[src/rtl/ccds_pkg.sv]
package ccds_pkg;

  // one input word
  typedef struct packed {
    logic [1:0]  cmd;
    logic [18:0] add_amount;
    logic [4:0]  set_hour;
    logic [5:0]  set_minute;
    logic [6:0]  set_low;
    logic        blank;
    logic [1:0]  blank_field;
  } ccds_in_t;

  // one result word
  typedef struct packed {
    logic [4:0] hour_now;
    logic [5:0] minute_now;
    logic [6:0] low_now;
    logic [7:0] segment_pattern;
    logic [7:0] digit_select;
  } ccds_out_t;

  typedef enum logic [1:0] {
    CMD_ADD  = 2'd0,
    CMD_SET  = 2'd1,
    CMD_SCAN = 2'd2
  } ccds_cmd_e;

  // field chosen for blanking
  localparam logic [1:0] BLANK_LOW    = 2'd1;
  localparam logic [1:0] BLANK_MINUTE = 2'd2;
  localparam logic [1:0] BLANK_HOUR   = 2'd3;

  // display positions that show a digit; the rest show a dash
  localparam logic [2:0] POS_LOW_ONES  = 3'd0;
  localparam logic [2:0] POS_LOW_TENS  = 3'd1;
  localparam logic [2:0] POS_MIN_ONES  = 3'd3;
  localparam logic [2:0] POS_MIN_TENS  = 3'd4;
  localparam logic [2:0] POS_HOUR_ONES = 3'd6;
  localparam logic [2:0] POS_HOUR_TENS = 3'd7;

  // field bases
  localparam logic [6:0] BASE_SEC   = 7'd60;
  localparam logic [6:0] BASE_HUND  = 7'd100;
  localparam logic [7:0] BASE2_SEC  = 8'd120;
  localparam logic [7:0] BASE2_HUND = 8'd200;

  // exact reciprocals for dividing a 19-bit amount: shift = 19 + ceil(log2(divisor))
  localparam int unsigned SH_60     = 25;
  localparam int unsigned SH_100    = 26;
  localparam int unsigned SH_3600   = 31;
  localparam int unsigned SH_6000   = 32;
  localparam int unsigned SH_86400  = 36;
  localparam int unsigned SH_144000 = 37;

  localparam logic [19:0] RCP_60     = 20'(((64'd1 << SH_60) + 64'd59) / 64'd60);
  localparam logic [19:0] RCP_100    = 20'(((64'd1 << SH_100) + 64'd99) / 64'd100);
  localparam logic [19:0] RCP_3600   = 20'(((64'd1 << SH_3600) + 64'd3599) / 64'd3600);
  localparam logic [19:0] RCP_6000   = 20'(((64'd1 << SH_6000) + 64'd5999) / 64'd6000);
  localparam logic [19:0] RCP_86400  = 20'(((64'd1 << SH_86400) + 64'd86399) / 64'd86400);
  localparam logic [19:0] RCP_144000 =
    20'(((64'd1 << SH_144000) + 64'd143999) / 64'd144000);

  localparam logic [7:0] SEG_DASH  = 8'h40;
  localparam logic [7:0] SEG_BLANK = 8'h00;

  // decimal digit to segment byte
  function automatic logic [7:0] seg_code(input logic [3:0] digit);
    logic [7:0] code;
    unique case (digit)
      4'd0:    code = 8'h3f;
      4'd1:    code = 8'h06;
      4'd2:    code = 8'h5b;
      4'd3:    code = 8'h4f;
      4'd4:    code = 8'h66;
      4'd5:    code = 8'h6d;
      4'd6:    code = 8'h7d;
      4'd7:    code = 8'h07;
      4'd8:    code = 8'h7f;
      4'd9:    code = 8'h6f;
      default: code = 8'h00;
    endcase
    return code;
  endfunction

endpackage

[src/rtl/clock_counter_with_digit_scan.sv]
// clock / stopwatch counter with eight-digit seven-segment scan
//
// in channel (in_valid_i / in_ready_o / in_data_i) takes one command word:
// add an amount to the low field, set all counts, or scan one display digit.
// out channel (out_valid_o / out_ready_i / out_data_o) returns exactly one
// result word per command: the counts after the command and, for a scan,
// the segment byte and one-hot digit select (both zero otherwise).
// cfg channel (cfg_valid_i / cfg_ready_o / cfg_data_i), always ready, writes the
// stopwatch mode bit; the user must write it only while the block is idle (not enforced).
//
// a word accepted into the input register passes the divide stage, the residue
// stage and the update stage, then shows up on the out channel from the result reg.
// throughput: one word per cycle when out_ready_i does not stall; the update stage
// reads and writes the counts in the same cycle, so back-to-back words always see fresh counts.
// reset clears the counts, scan position, mode and all valid flags.
// a stall on out_ready_i holds the result register; the stages behind it
// keep filling until each holds a word, then in_ready_o drops.
module clock_counter_with_digit_scan (
  input  logic                clk_i,
  input  logic                rst_ni,
  input  logic                in_valid_i,
  output logic                in_ready_o,
  input  ccds_pkg::ccds_in_t  in_data_i,
  output logic                out_valid_o,
  input  logic                out_ready_i,
  output ccds_pkg::ccds_out_t out_data_o,
  input  logic                cfg_valid_i,
  output logic                cfg_ready_o,
  input  logic                cfg_data_i
);
  import ccds_pkg::*;

  // quotients of the raw amount, carried with the word
  typedef struct packed {
    ccds_in_t   word;
    logic [13:0] q_low;   // amount / base
    logic [7:0]  q_min;   // amount / (base * 60)
    logic [2:0]  q_hour;  // amount / (base * 1440)
  } ccds_div_t;

  // residues and reduced set values ready for the update stage
  typedef struct packed {
    logic [1:0] cmd;
    logic [6:0] r_low;
    logic [5:0] r_min;
    logic [4:0] r_hour;
    logic [4:0] set_hour;
    logic [5:0] set_minute;
    logic [6:0] set_low;
    logic       blank;
    logic [1:0] blank_field;
  } ccds_res_t;

  // control state
  logic       mode_q;
  logic       a_valid_q, b_valid_q, c_valid_q, out_valid_q;
  logic [4:0] hours_q, hours_d;
  logic [5:0] minutes_q, minutes_d;
  logic [6:0] low_q, low_d;
  logic [2:0] pos_q, pos_d;

  // payload
  ccds_in_t  a_q;
  ccds_div_t b_q, b_d;
  ccds_res_t c_q, c_d;
  ccds_out_t out_q, out_d;

  logic out_free, c_free, b_free, a_free, c_fire;

  // stall chain: a stage may load when it is empty or its word moves on
  assign out_free   = !out_valid_q || out_ready_i;
  assign c_fire     = c_valid_q && out_free;
  assign c_free     = !c_valid_q || out_free;
  assign b_free     = !b_valid_q || c_free;
  assign a_free     = !a_valid_q || b_free;
  assign in_ready_o = a_free;
  assign cfg_ready_o = 1'b1;

  // ---------------------------------------------------------------------
  // divide stage: three independent reciprocal multiplies
  // ---------------------------------------------------------------------
  logic [38:0] prod_low, prod_min, prod_hour;

  always_comb begin
    prod_low  = 39'(a_q.add_amount) * 39'(mode_q ? RCP_100 : RCP_60);
    prod_min  = 39'(a_q.add_amount) * 39'(mode_q ? RCP_6000 : RCP_3600);
    prod_hour = 39'(a_q.add_amount) * 39'(mode_q ? RCP_144000 : RCP_86400);
    b_d.word   = a_q;
    b_d.q_low  = mode_q ? 14'(prod_low >> SH_100) : 14'(prod_low >> SH_60);
    b_d.q_min  = mode_q ? 8'(prod_min >> SH_6000) : 8'(prod_min >> SH_3600);
    b_d.q_hour = mode_q ? 3'(prod_hour >> SH_144000) : 3'(prod_hour >> SH_86400);
  end

  // ---------------------------------------------------------------------
  // residue stage: reduce the set values and peel each quotient into the digit of its own field
  // ---------------------------------------------------------------------
  logic [6:0]  base;
  logic [7:0]  base2;
  logic [19:0] r_low_w;
  logic [13:0] r_min_w;
  logic [7:0]  r_hour_w;
  logic [7:0]  set_low_w;

  assign base  = mode_q ? BASE_HUND : BASE_SEC;
  assign base2 = mode_q ? BASE2_HUND : BASE2_SEC;

  always_comb begin
    r_low_w  = 20'(b_q.word.add_amount) - 20'(b_q.q_low) * 20'(base);
    r_min_w  = b_q.q_low - 14'(b_q.q_min) * 14'd60;
    r_hour_w = b_q.q_min - 8'(b_q.q_hour) * 8'd24;
    set_low_w = 8'(b_q.word.set_low);
    if (set_low_w >= base2) begin
      set_low_w = set_low_w - base2;
    end else if (set_low_w >= 8'(base)) begin
      set_low_w = set_low_w - 8'(base);
    end
    c_d.cmd         = b_q.word.cmd;
    c_d.r_low       = r_low_w[6:0];
    c_d.r_min       = r_min_w[5:0];
    c_d.r_hour      = r_hour_w[4:0];
    c_d.set_hour    = (b_q.word.set_hour >= 5'd24) ? b_q.word.set_hour - 5'd24
                                                   : b_q.word.set_hour;
    c_d.set_minute  = (b_q.word.set_minute >= 6'd60) ? b_q.word.set_minute - 6'd60
                                                     : b_q.word.set_minute;
    c_d.set_low     = set_low_w[6:0];
    c_d.blank       = b_q.word.blank;
    c_d.blank_field = b_q.word.blank_field;
  end

  // ---------------------------------------------------------------------
  // update stage: add residues to the counts with small carries
  // ---------------------------------------------------------------------
  logic [7:0] sum_low, add_low;
  logic [1:0] carry_low, carry_min;
  logic [6:0] sum_min, add_min;
  logic [5:0] sum_hour, add_hour;

  always_comb begin
    // low + residue stays below twice the base... or three times for a
    // stale stopwatch count seen in clock mode
    sum_low = 8'(low_q) + 8'(c_q.r_low);
    if (sum_low >= base2) begin
      add_low   = sum_low - base2;
      carry_low = 2'd2;
    end else if (sum_low >= 8'(base)) begin
      add_low   = sum_low - 8'(base);
      carry_low = 2'd1;
    end else begin
      add_low   = sum_low;
      carry_low = 2'd0;
    end
    sum_min = 7'(minutes_q) + 7'(c_q.r_min) + 7'(carry_low);
    if (sum_min >= 7'd120) begin
      add_min   = sum_min - 7'd120;
      carry_min = 2'd2;
    end else if (sum_min >= 7'd60) begin
      add_min   = sum_min - 7'd60;
      carry_min = 2'd1;
    end else begin
      add_min   = sum_min;
      carry_min = 2'd0;
    end
    sum_hour = 6'(hours_q) + 6'(c_q.r_hour) + 6'(carry_min);
    if (sum_hour >= 6'd48) begin
      add_hour = sum_hour - 6'd48;
    end else if (sum_hour >= 6'd24) begin
      add_hour = sum_hour - 6'd24;
    end else begin
      add_hour = sum_hour;
    end
  end

  // digit for the current scan position
  logic [6:0]  field_val;
  logic        use_tens, blanked, is_dash;
  logic [14:0] tens_prod;
  logic [3:0]  tens, ones;
  logic [6:0]  ones_w;
  logic [7:0]  scan_seg;

  always_comb begin
    field_val = '0;
    use_tens  = 1'b0;
    blanked   = 1'b0;
    is_dash   = 1'b0;
    case (pos_q)
      POS_LOW_ONES, POS_LOW_TENS: begin
        field_val = low_q;
        use_tens  = (pos_q == POS_LOW_TENS);
        blanked   = c_q.blank && (c_q.blank_field == BLANK_LOW);
      end
      POS_MIN_ONES, POS_MIN_TENS: begin
        field_val = 7'(minutes_q);
        use_tens  = (pos_q == POS_MIN_TENS);
        blanked   = c_q.blank && (c_q.blank_field == BLANK_MINUTE);
      end
      POS_HOUR_ONES, POS_HOUR_TENS: begin
        field_val = 7'(hours_q);
        use_tens  = (pos_q == POS_HOUR_TENS);
        blanked   = c_q.blank && (c_q.blank_field == BLANK_HOUR);
      end
      default: begin
        is_dash = 1'b1;
      end
    endcase
    // divide by ten: exact for values up to 99
    tens_prod = 15'(field_val) * 15'd205;
    tens      = 4'(tens_prod >> 11);
    ones_w    = field_val - 7'(tens) * 7'd10;
    ones      = ones_w[3:0];
    if (is_dash) begin
      scan_seg = SEG_DASH;
    end else if (blanked) begin
      scan_seg = SEG_BLANK;
    end else begin
      scan_seg = seg_code(use_tens ? tens : ones);
    end
  end

  // command decode
  always_comb begin
    hours_d   = hours_q;
    minutes_d = minutes_q;
    low_d     = low_q;
    pos_d     = pos_q;
    out_d.segment_pattern = 8'h00;
    out_d.digit_select    = 8'h00;
    unique case (c_q.cmd)
      CMD_ADD: begin
        hours_d   = add_hour[4:0];
        minutes_d = add_min[5:0];
        low_d     = add_low[6:0];
      end
      CMD_SET: begin
        hours_d   = c_q.set_hour;
        minutes_d = c_q.set_minute;
        low_d     = c_q.set_low;
      end
      CMD_SCAN: begin
        out_d.segment_pattern = scan_seg;
        out_d.digit_select    = 8'h80 >> pos_q;
        pos_d                 = pos_q + 3'd1;
      end
      default: begin
      end
    endcase
    out_d.hour_now   = hours_d;
    out_d.minute_now = minutes_d;
    out_d.low_now    = low_d;
  end

  // ---------------------------------------------------------------------
  // registers
  // ---------------------------------------------------------------------
  always_ff @(posedge clk_i or negedge rst_ni) begin
    if (!rst_ni) begin
      mode_q      <= 1'b0;
      a_valid_q   <= 1'b0;
      b_valid_q   <= 1'b0;
      c_valid_q   <= 1'b0;
      out_valid_q <= 1'b0;
      hours_q     <= '0;
      minutes_q   <= '0;
      low_q       <= '0;
      pos_q       <= '0;
    end else begin
      if (cfg_valid_i) begin
        mode_q <= cfg_data_i;
      end
      if (a_free) begin
        a_valid_q <= in_valid_i;
      end
      if (b_free) begin
        b_valid_q <= a_valid_q;
      end
      if (c_free) begin
        c_valid_q <= b_valid_q;
      end
      if (out_free) begin
        out_valid_q <= c_valid_q;
      end
      if (c_fire) begin
        hours_q   <= hours_d;
        minutes_q <= minutes_d;
        low_q     <= low_d;
        pos_q     <= pos_d;
      end
    end
  end

  always_ff @(posedge clk_i) begin
    if (in_valid_i && a_free) begin
      a_q <= in_data_i;
    end
    if (a_valid_q && b_free) begin
      b_q <= b_d;
    end
    if (b_valid_q && c_free) begin
      c_q <= c_d;
    end
    if (c_fire) begin
      out_q <= out_d;
    end
  end

  assign out_valid_o = out_valid_q;
  assign out_data_o  = out_q;

  // ---------------------------------------------------------------------
  // assertions
  // ---------------------------------------------------------------------

  // counts leaving the block are always in range
  assert property (@(posedge clk_i) disable iff (!rst_ni)
    out_valid_o |-> (out_data_o.hour_now < 5'd24) && (out_data_o.minute_now < 6'd60)
                    && (out_data_o.low_now < 7'd100))
    else $error("count out of range on result word");

  // at most one digit enabled, and no segments without a digit
  assert property (@(posedge clk_i) disable iff (!rst_ni)
    out_valid_o |-> $onehot0(out_data_o.digit_select)
                    && ((out_data_o.digit_select != 8'h00)
                        || (out_data_o.segment_pattern == 8'h00)))
    else $error("segment byte without a single digit select");

  // counts and scan position change only when the update stage fires
  assert property (@(posedge clk_i) disable iff (!rst_ni)
    !c_fire |=> $stable(hours_q) && $stable(minutes_q) && $stable(low_q)
                && $stable(pos_q))
    else $error("state changed without an executed word");

endmodule

[config.mk]
export PLATFORM = sky130hd
export DESIGN_NAME = clock_counter_with_digit_scan
export DESIGN_NICKNAME = d
export VERILOG_FILES = /design/src/rtl/ccds_pkg.sv /design/src/rtl/clock_counter_with_digit_scan.sv
export SDC_FILE = /design/constraint.sdc
export NUM_CORES = 1
export LEC_CHECK = 0
export ABC_CLOCK_PERIOD_IN_PS = 9460
export BUFFER_PORTS_ARGS = -buffer_cell sky130_fd_sc_hd__buf_4
export CAP_MARGIN = 25
export CORE_MARGIN = 3
export CORE_UTILIZATION = 48
export CTS_CLUSTER_DIAMETER = 60
export DETAILED_ROUTE_END_ITERATION = 7
export GPL_TIMING_DRIVEN = 0
export PLACE_DENSITY = 0.68
export SLEW_MARGIN = 5
export SYNTH_ARGS = -nofsm -noshare
export SYNTH_HDL_FRONTEND = slang
export SYNTH_SLANG_ARGS = --single-unit
export TNS_END_PERCENT = 30
[constraint.sdc]
create_clock -name clk_i -period 9.46 [get_ports clk_i]
set_input_delay 0 -clock clk_i [delete_from_list [all_inputs] [get_ports clk_i]]
set_output_delay 0 -clock clk_i [all_outputs]
set_load 0.02 [all_outputs]
==> results of run 1 <==
[routing by layer]
metal  routed length [um]  vias to the layer above  share of wire  GRT usage
li1                     -                     9317              -          -
met1                31500                    10100           0.40      0.312
met2                38100                      639           0.49      0.422
met3                 4850                      160          0.062     0.0362
met4                 3430                        0          0.044     0.0986
met5                    0                        -              0          0
[cells by family (layout without fill, tap and decap cells)]
kind of cell               Yosys count  after routing  share of synthesized area
other                                2             57                   0.000248
muxes                               32             32                     0.0114
buffers and inverters              837           1013                      0.104
DFF                                185            185                      0.179
AOI/OAI and AO/OA                  290            290                     0.0640
xor gates and xnor gates            81             81                     0.0244
adders and majority gates         1058           1058                      0.563
and+or+nand+nor                    334            334                     0.0530
[worst max path at each step]
stage | from | to | slack [ps] | cells after the start
2_1_floorplan | low_q[0]$_DFFE_PN0P_ | hours_q[3]$_DFFE_PN0P_ | 1950 | 33
3_3_place_gp | mode_q$_DFFE_PN0P_ | b_q[6]$_DFFE_PP_ | -280 | 21
3_5_place_dp | mode_q$_DFFE_PN0P_ | b_q[6]$_DFFE_PP_ | -270 | 23
4_1_cts | mode_q$_DFFE_PN0P_ | b_q[6]$_DFFE_PP_ | 240 | 23
5_1_grt | mode_q$_DFFE_PN0P_ | b_q[6]$_DFFE_PP_ | 130 | 23
6_report | mode_q$_DFFE_PN0P_ | b_q[6]$_DFFE_PP_ | 420 | 23
[through the flow]
step                      cells  utilization  setup WS (ps)  cell area (sq um)  hold WS [ps]
after floorplan            2874            -           1950              30500          -296
after global placement     3793        0.518           -284              32100         -45.9
after detailed placement   3806        0.522           -266              32400         -44.0
after CTS                  3886        0.540            240              33500          13.1
after global routing       3887        0.540            131              33500          47.6
final                      3887        0.540            420              33500          28.2
[cell type report]
type	instances	share of cell area
Buffer	40	0.00519
Tap cell	837	0.0312
Timing Repair Buffer	144	0.0398
Sequential cell	185	0.162
Inverter	797	0.0892
Clock inverter	15	0.00620
Multi-Input combinational cell	1852	0.654
Clock buffer	17	0.0127
[timing repair]
action | in CTS | in global routing
resized for setup | 4 | 2
setup endpoints to repair | 3 | 1
hold endpoints to repair | 73 | 0
pin swaps | 0 | 0
hold buffers | 48 | 0
[cells in the final DEF, fill, tap and decap left out, types with 8 or more instances in the layout]
cell,count
inv_1,794
ha_1,549
fa_1,509
edfxtp_1,159
nand2_1,126
buf_4,85
a21oi_1,66
o21ai_0,65
nor2_1,61
xnor2_1,59
conb_1,57
dlygate4sd3_1,48
a21o_1,45
clkbuf_1,30
dfrtp_1,26
nand3_1,21
nor3_1,20
xor2_1,19
mux2_2,19
clkbuf_16,17
nand2b_1,16
and3_1,14
nor2b_1,13
mux2i_1,13
and2_1,12
a31oi_1,12
o21a_1,11
nand4_1,10
or3_1,9
a211oi_1,8
[sequential cells by signal, indices dropped and copies added, names as in the netlist]
name,cells
low_q,7
a_q,42
b_q,43
c_q,41
a_valid_q,1
minutes_q,6
out_valid_o,1
b_valid_q,1
hours_q,5
mode_q,1
out_data_o,33
c_valid_q,1
pos_q,3
[worst max-delay path: stages (launching register included)]
cell	delay, ps
dfrtp_1	800
clkbuf_2	410
clkbuf_1	450
clkbuf_2	470
nand2_1	240
inv_1	460
fa_1	570
fa_1	520
fa_1	630
inv_1	80
fa_1	540
inv_1	60
fa_1	410
ha_1	280
ha_1	340
a21o_1	180
a21o_1	170
a21oi_1	360
nand3_1	200
a211oi_4	540
o31ai_1	220
o21a_1	280
or3_1	320
a31o_2	240
==> flow_summary.json, run 1 <==
{
  "htree_levels": 4,
  "multiInputGateArea_sq_um": 21900,
  "synth_area_sq_um": 30300,
  "cts.clk_slew.worst_paths_ps": 70,
  "rrSetupSlack_ps": 420,
  "area_delta_synth_final_pct": 10.7,
  "hold_class": "input pin to async pin",
  "reg2reg_depth": 23,
  "path_max_fanout": 13,
  "maxSlewViolCount": 0,
  "grt_pass1_wl_mm": 124,
  "io_buffers": 82,
  "drv_cap": 0,
  "critPathLaunchType": "flip-flop",
  "overflow": 0,
  "clk_latency_ps": 450,
  "slew_headroom": 0.272,
  "grt_max_degree": 37,
  "fin_crit_sh": 0.956,
  "outcome": "finished clean",
  "synthArstFlopShare": 0.141,
  "cts_tree": "done",
  "cts.sink_count": 185,
  "avgSynthCellArea_sq_um": 10.7,
  "coreArea_sq_um": 62100,
  "io_pins": 85,
  "die_height_um": 257,
  "numCtsBuffers": 17,
  "hold_viol": 0,
  "fmax_mhz": 111,
  "rsz0062_at_grt": "false",
  "path_class": "flip-flop to flip-flop",
  "first_global_vias": 22300,
  "synth_cell_types": 79,
  "clockBufferDepth": 2,
  "antenna_left": 0,
  "die_w_um": 257,
  "die_area_sq_um": 66100,
  "ys_warn_count": 0,
  "drive_gt1_frac": 0.0620,
  "routedWlPerCell_um": 20.0,
  "synth_cells": 2819,
  "cp-end-kind": "flip-flop",
  "finalClockSkew_ps": 12.5,
  "synth_edf_count": 159,
  "regArea_sq_um": 5430,
  "drtIter0Drc": 1259,
  "netlist_top_cells_area": "fa_1, ha_1, edfxtp_1, inv_1, dfrtp_1",
  "layout_min_cycle_time_ps": 9040,
  "rr_endpoint": "b_q[6]$_DFFE_PP_",
  "yosys.cell_count.top_type": "inv_1",
  "synthFlopType": "edfxtp_1",
  "yosysTopAreaCellShare": 0.337,
  "fin_setup_tns_ps": 0,
  "drc": 0,
  "r2r_start": "mode_q$_DFFE_PN0P_",
  "firstDrtPassIters": 5,
  "track_usage": 0.245,
  "netlist_top_cells_count": "inv_1, ha_1, fa_1",
  "synth_top_area_cell": "fa_1",
  "num_antenna_cells": 0,
  "worstMarginPinSlew_ps": 1080,
  "synth-seq-area-share": 0.179,
  "fillers": 5385,
  "num_rows": 91,
  "vias_per_cell": 5.19,
  "initial_core_util": 0.488,
  "root_buffer": "clkbuf_16",
  "setup_violations": 0,
  "crit_arrival_ps": 9240,
  "required_ps": 9660,
  "place_hpwl_mm": 66.6,
  "place_congestion": 0.976,
  "nets": 4143,
  "routed_wl_mm": 77.9,
  "antenna_found_initial": 0,
  "vias": 20200,
  "post-cts-setup-buffers": 0,
  "ys_ff_latch": 185
}
Power of run 1 is not shown: default switching activity piles up to over one toggle a cycle in this logic, so the estimate is an artifact.
==> inputs of run 2 (changes only) <==
ABC_AREA = 1   (was not set)
==> flow_summary.json, run 2 <==
{
  "outcome": "finished clean",
  "synth_edf_count": 159,
  "yosysTopAreaCellShare": 0.327,
  "rsz0062_at_grt": "false",
  "slew_headroom": 0.268,
  "coreArea_sq_um": 63700,
  "clk_latency_ps": 450,
  "required_ps": 9670,
  "area_delta_synth_final_pct": 10.2,
  "grt_use_met2": 0.401,
  "drv_cap": 0,
  "hold_class": "input pin to async pin",
  "synth_cell_types": 56,
  "numCtsBuffers": 17,
  "worstMarginPinSlew_ps": 1100,
  "track_usage": 0.239,
  "reg2reg_depth": 23,
  "nets": 4510,
  "cts_tree": "done",
  "root_buffer": "clkbuf_16",
  "cp-end-kind": "flip-flop",
  "largest-register": "b_q",
  "synth_top_area_cell": "fa_1",
  "first_global_vias": 22600,
  "finalClockSkew_ps": 12.2,
  "routedWlPerCell_um": 18.2,
  "num_rows": 92,
  "grt_max_degree": 43,
  "drtIter0Drc": 1328,
  "fmax_mhz": 115,
  "synth-seq-area-share": 0.174,
  "synthArstFlopShare": 0.141,
  "ys_warn_count": 0,
  "layout_common_cells": "inv_1, ha_1, fa_1",
  "cts.sink_count": 185,
  "layout_min_cycle_time_ps": 8690,
  "hold_viol": 0,
  "io_buffers": 82,
  "htree_levels": 4,
  "routed_wl_mm": 77.4,
  "clockBufferDepth": 2,
  "die_area_sq_um": 67900,
  "cts_resized": 0,
  "netlist_top_cells_area": "fa_1, ha_1, edfxtp_1, inv_1, nand2_1",
  "final_common_cell": "inv_1",
  "initial_core_util": 0.489,
  "die_height_um": 261,
  "antenna_left": 0,
  "die_w_um": 261,
  "io_pins": 85,
  "drc": 0,
  "vias_per_cell": 5.06,
  "synthFlopType": "edfxtp_1",
  "overflow": 0,
  "top_regs": "b_q x43, a_q x42, c_q x41",
  "netlist_top_cells_count": "inv_1, ha_1, fa_1",
  "yosys.cell_count.top_type": "inv_1",
  "grt_busiest_layer": "met2",
  "setup_violations": 0,
  "place_hpwl_mm": 66.3,
  "fillers": 5665,
  "crit_arrival_ps": 8900,
  "grt_pass1_wl_mm": 123,
  "critPathLaunchType": "flip-flop",
  "synth_area_sq_um": 31100,
  "place_congestion": 0.941,
  "cts.clk_slew.worst_paths_ps": 80,
  "maxSlewViolCount": 0,
  "met1_usage": 0.316,
  "fin_setup_tns_ps": 0,
  "drive_gt1_frac": 0.0521,
  "antenna_found_initial": 2,
  "ys_ff_latch": 185,
  "firstDrtPassIters": 5,
  "path_class": "flip-flop to flip-flop",
  "vias": 21600,
  "synth_cells": 3191,
  "fin_crit_sh": 0.919,
  "path_max_fanout": 10,
  "avgSynthCellArea_sq_um": 9.75,
  "met3_usage": 0.0389,
  "largest_reg_flops": 43
}
[run 2: cell types whose count changed after synthesis, moves of 18 or more]
cell,before,now
nand2_1,126,344
nor2_1,62,133
nand3_1,21,84
a21oi_1,66,104
xor2_1,19,41
a21o_1,45,13
inv_1,794,919
xnor2_1,59,29
o21ai_0,65,83
mux2_2,19,0
[run 2: layer usage]
layer,vias up,part of all wire
met4,2,0.039
li1,10300,-
met5,-,0.00021
met3,159,0.063
met1,10500,0.43
met2,633,0.47
[run 2: path summary, 6_finish.rpt]
kind / startpoint / end / slack (ps)
worst min-delay path: rst_ni / low_q[5]$_DFFE_PN0P_ / 10
max in group asynchronous: rst_ni / hours_q[0]$_DFFE_PN0P_ / 9170
worst max-delay path: mode_q$_DFFE_PN0P_ / b_q[6]$_DFFE_PP_ / 770
min in group clk_i: in_data_i[35] / a_q[35]$_DFFE_PP_ / 250
worst max register to register: mode_q$_DFFE_PN0P_ / b_q[6]$_DFFE_PP_ / 770
worst min register to register: a_q[8]$_DFFE_PP_ / b_q[33]$_DFFE_PP_ / 420
[run 2: repair_timing]
item,CTS,global route
buffers inserted,0,0
endpoints found under the hold margin,72,0
hold buffers,47,0
[run 2: area by class of cell]
type                            instances  area (sq um)  area share
Multi-Input combinational cell       2101         22300       0.650
Sequential cell                       185          5430       0.158
Inverter                              925          3470       0.101
Timing Repair Buffer                  139          1270      0.0371
Tap cell                              846          1060      0.0309
Clock buffer                           17           425      0.0124
Clock inverter                         15           189     0.00551
Buffer                                 35           148     0.00431
Antenna cell                            1          2.50   0.0000730
[run 2: cell families after synthesis]
logic type | count (synthesis) | synth area share
xor+xnor | 71 | 0.0202
other cells | 2 | 0.000241
simple gates | 643 | 0.0887
flops | 185 | 0.174
mux | 2 | 0.000643
fa+ha+maj | 1058 | 0.548
buf+inv | 960 | 0.116
compound gates | 270 | 0.0513
[run 2: worst max-delay path: stages (launching register included)]
cell and delay, ps:
dfrtp_1 730, clkbuf_1 630, buf_1 730, nand2_1 450, inv_1 440, fa_1 560
fa_1 480, fa_1 520, inv_1 50, fa_1 460, fa_1 540, inv_1 50
fa_1 480, ha_1 340, nand2_1 70, a21oi_1 50, a211oi_1 240, o21ai_0 180
and3_1 170, nor3b_1 580, o21ai_0 210, or2_2 320, nand3_1 70, nand2_1 60
[run 2: metrics by stage]
step,cells,instance area [sq um],hold WS (ps),setup slack [ps],utilization
6_report,4264,34300,11.1,771,0.539
5_1_grt,4264,34300,38.9,507,0.539
3_5_place_dp,4183,33200,-49.3,907,0.521
2_1_floorplan,3246,31300,-296,2530,-
3_3_place_gp,4174,33000,-51.2,971,0.518
4_1_cts,4262,34300,9.70,883,0.538
Power of run 2 is left out for the same reason.
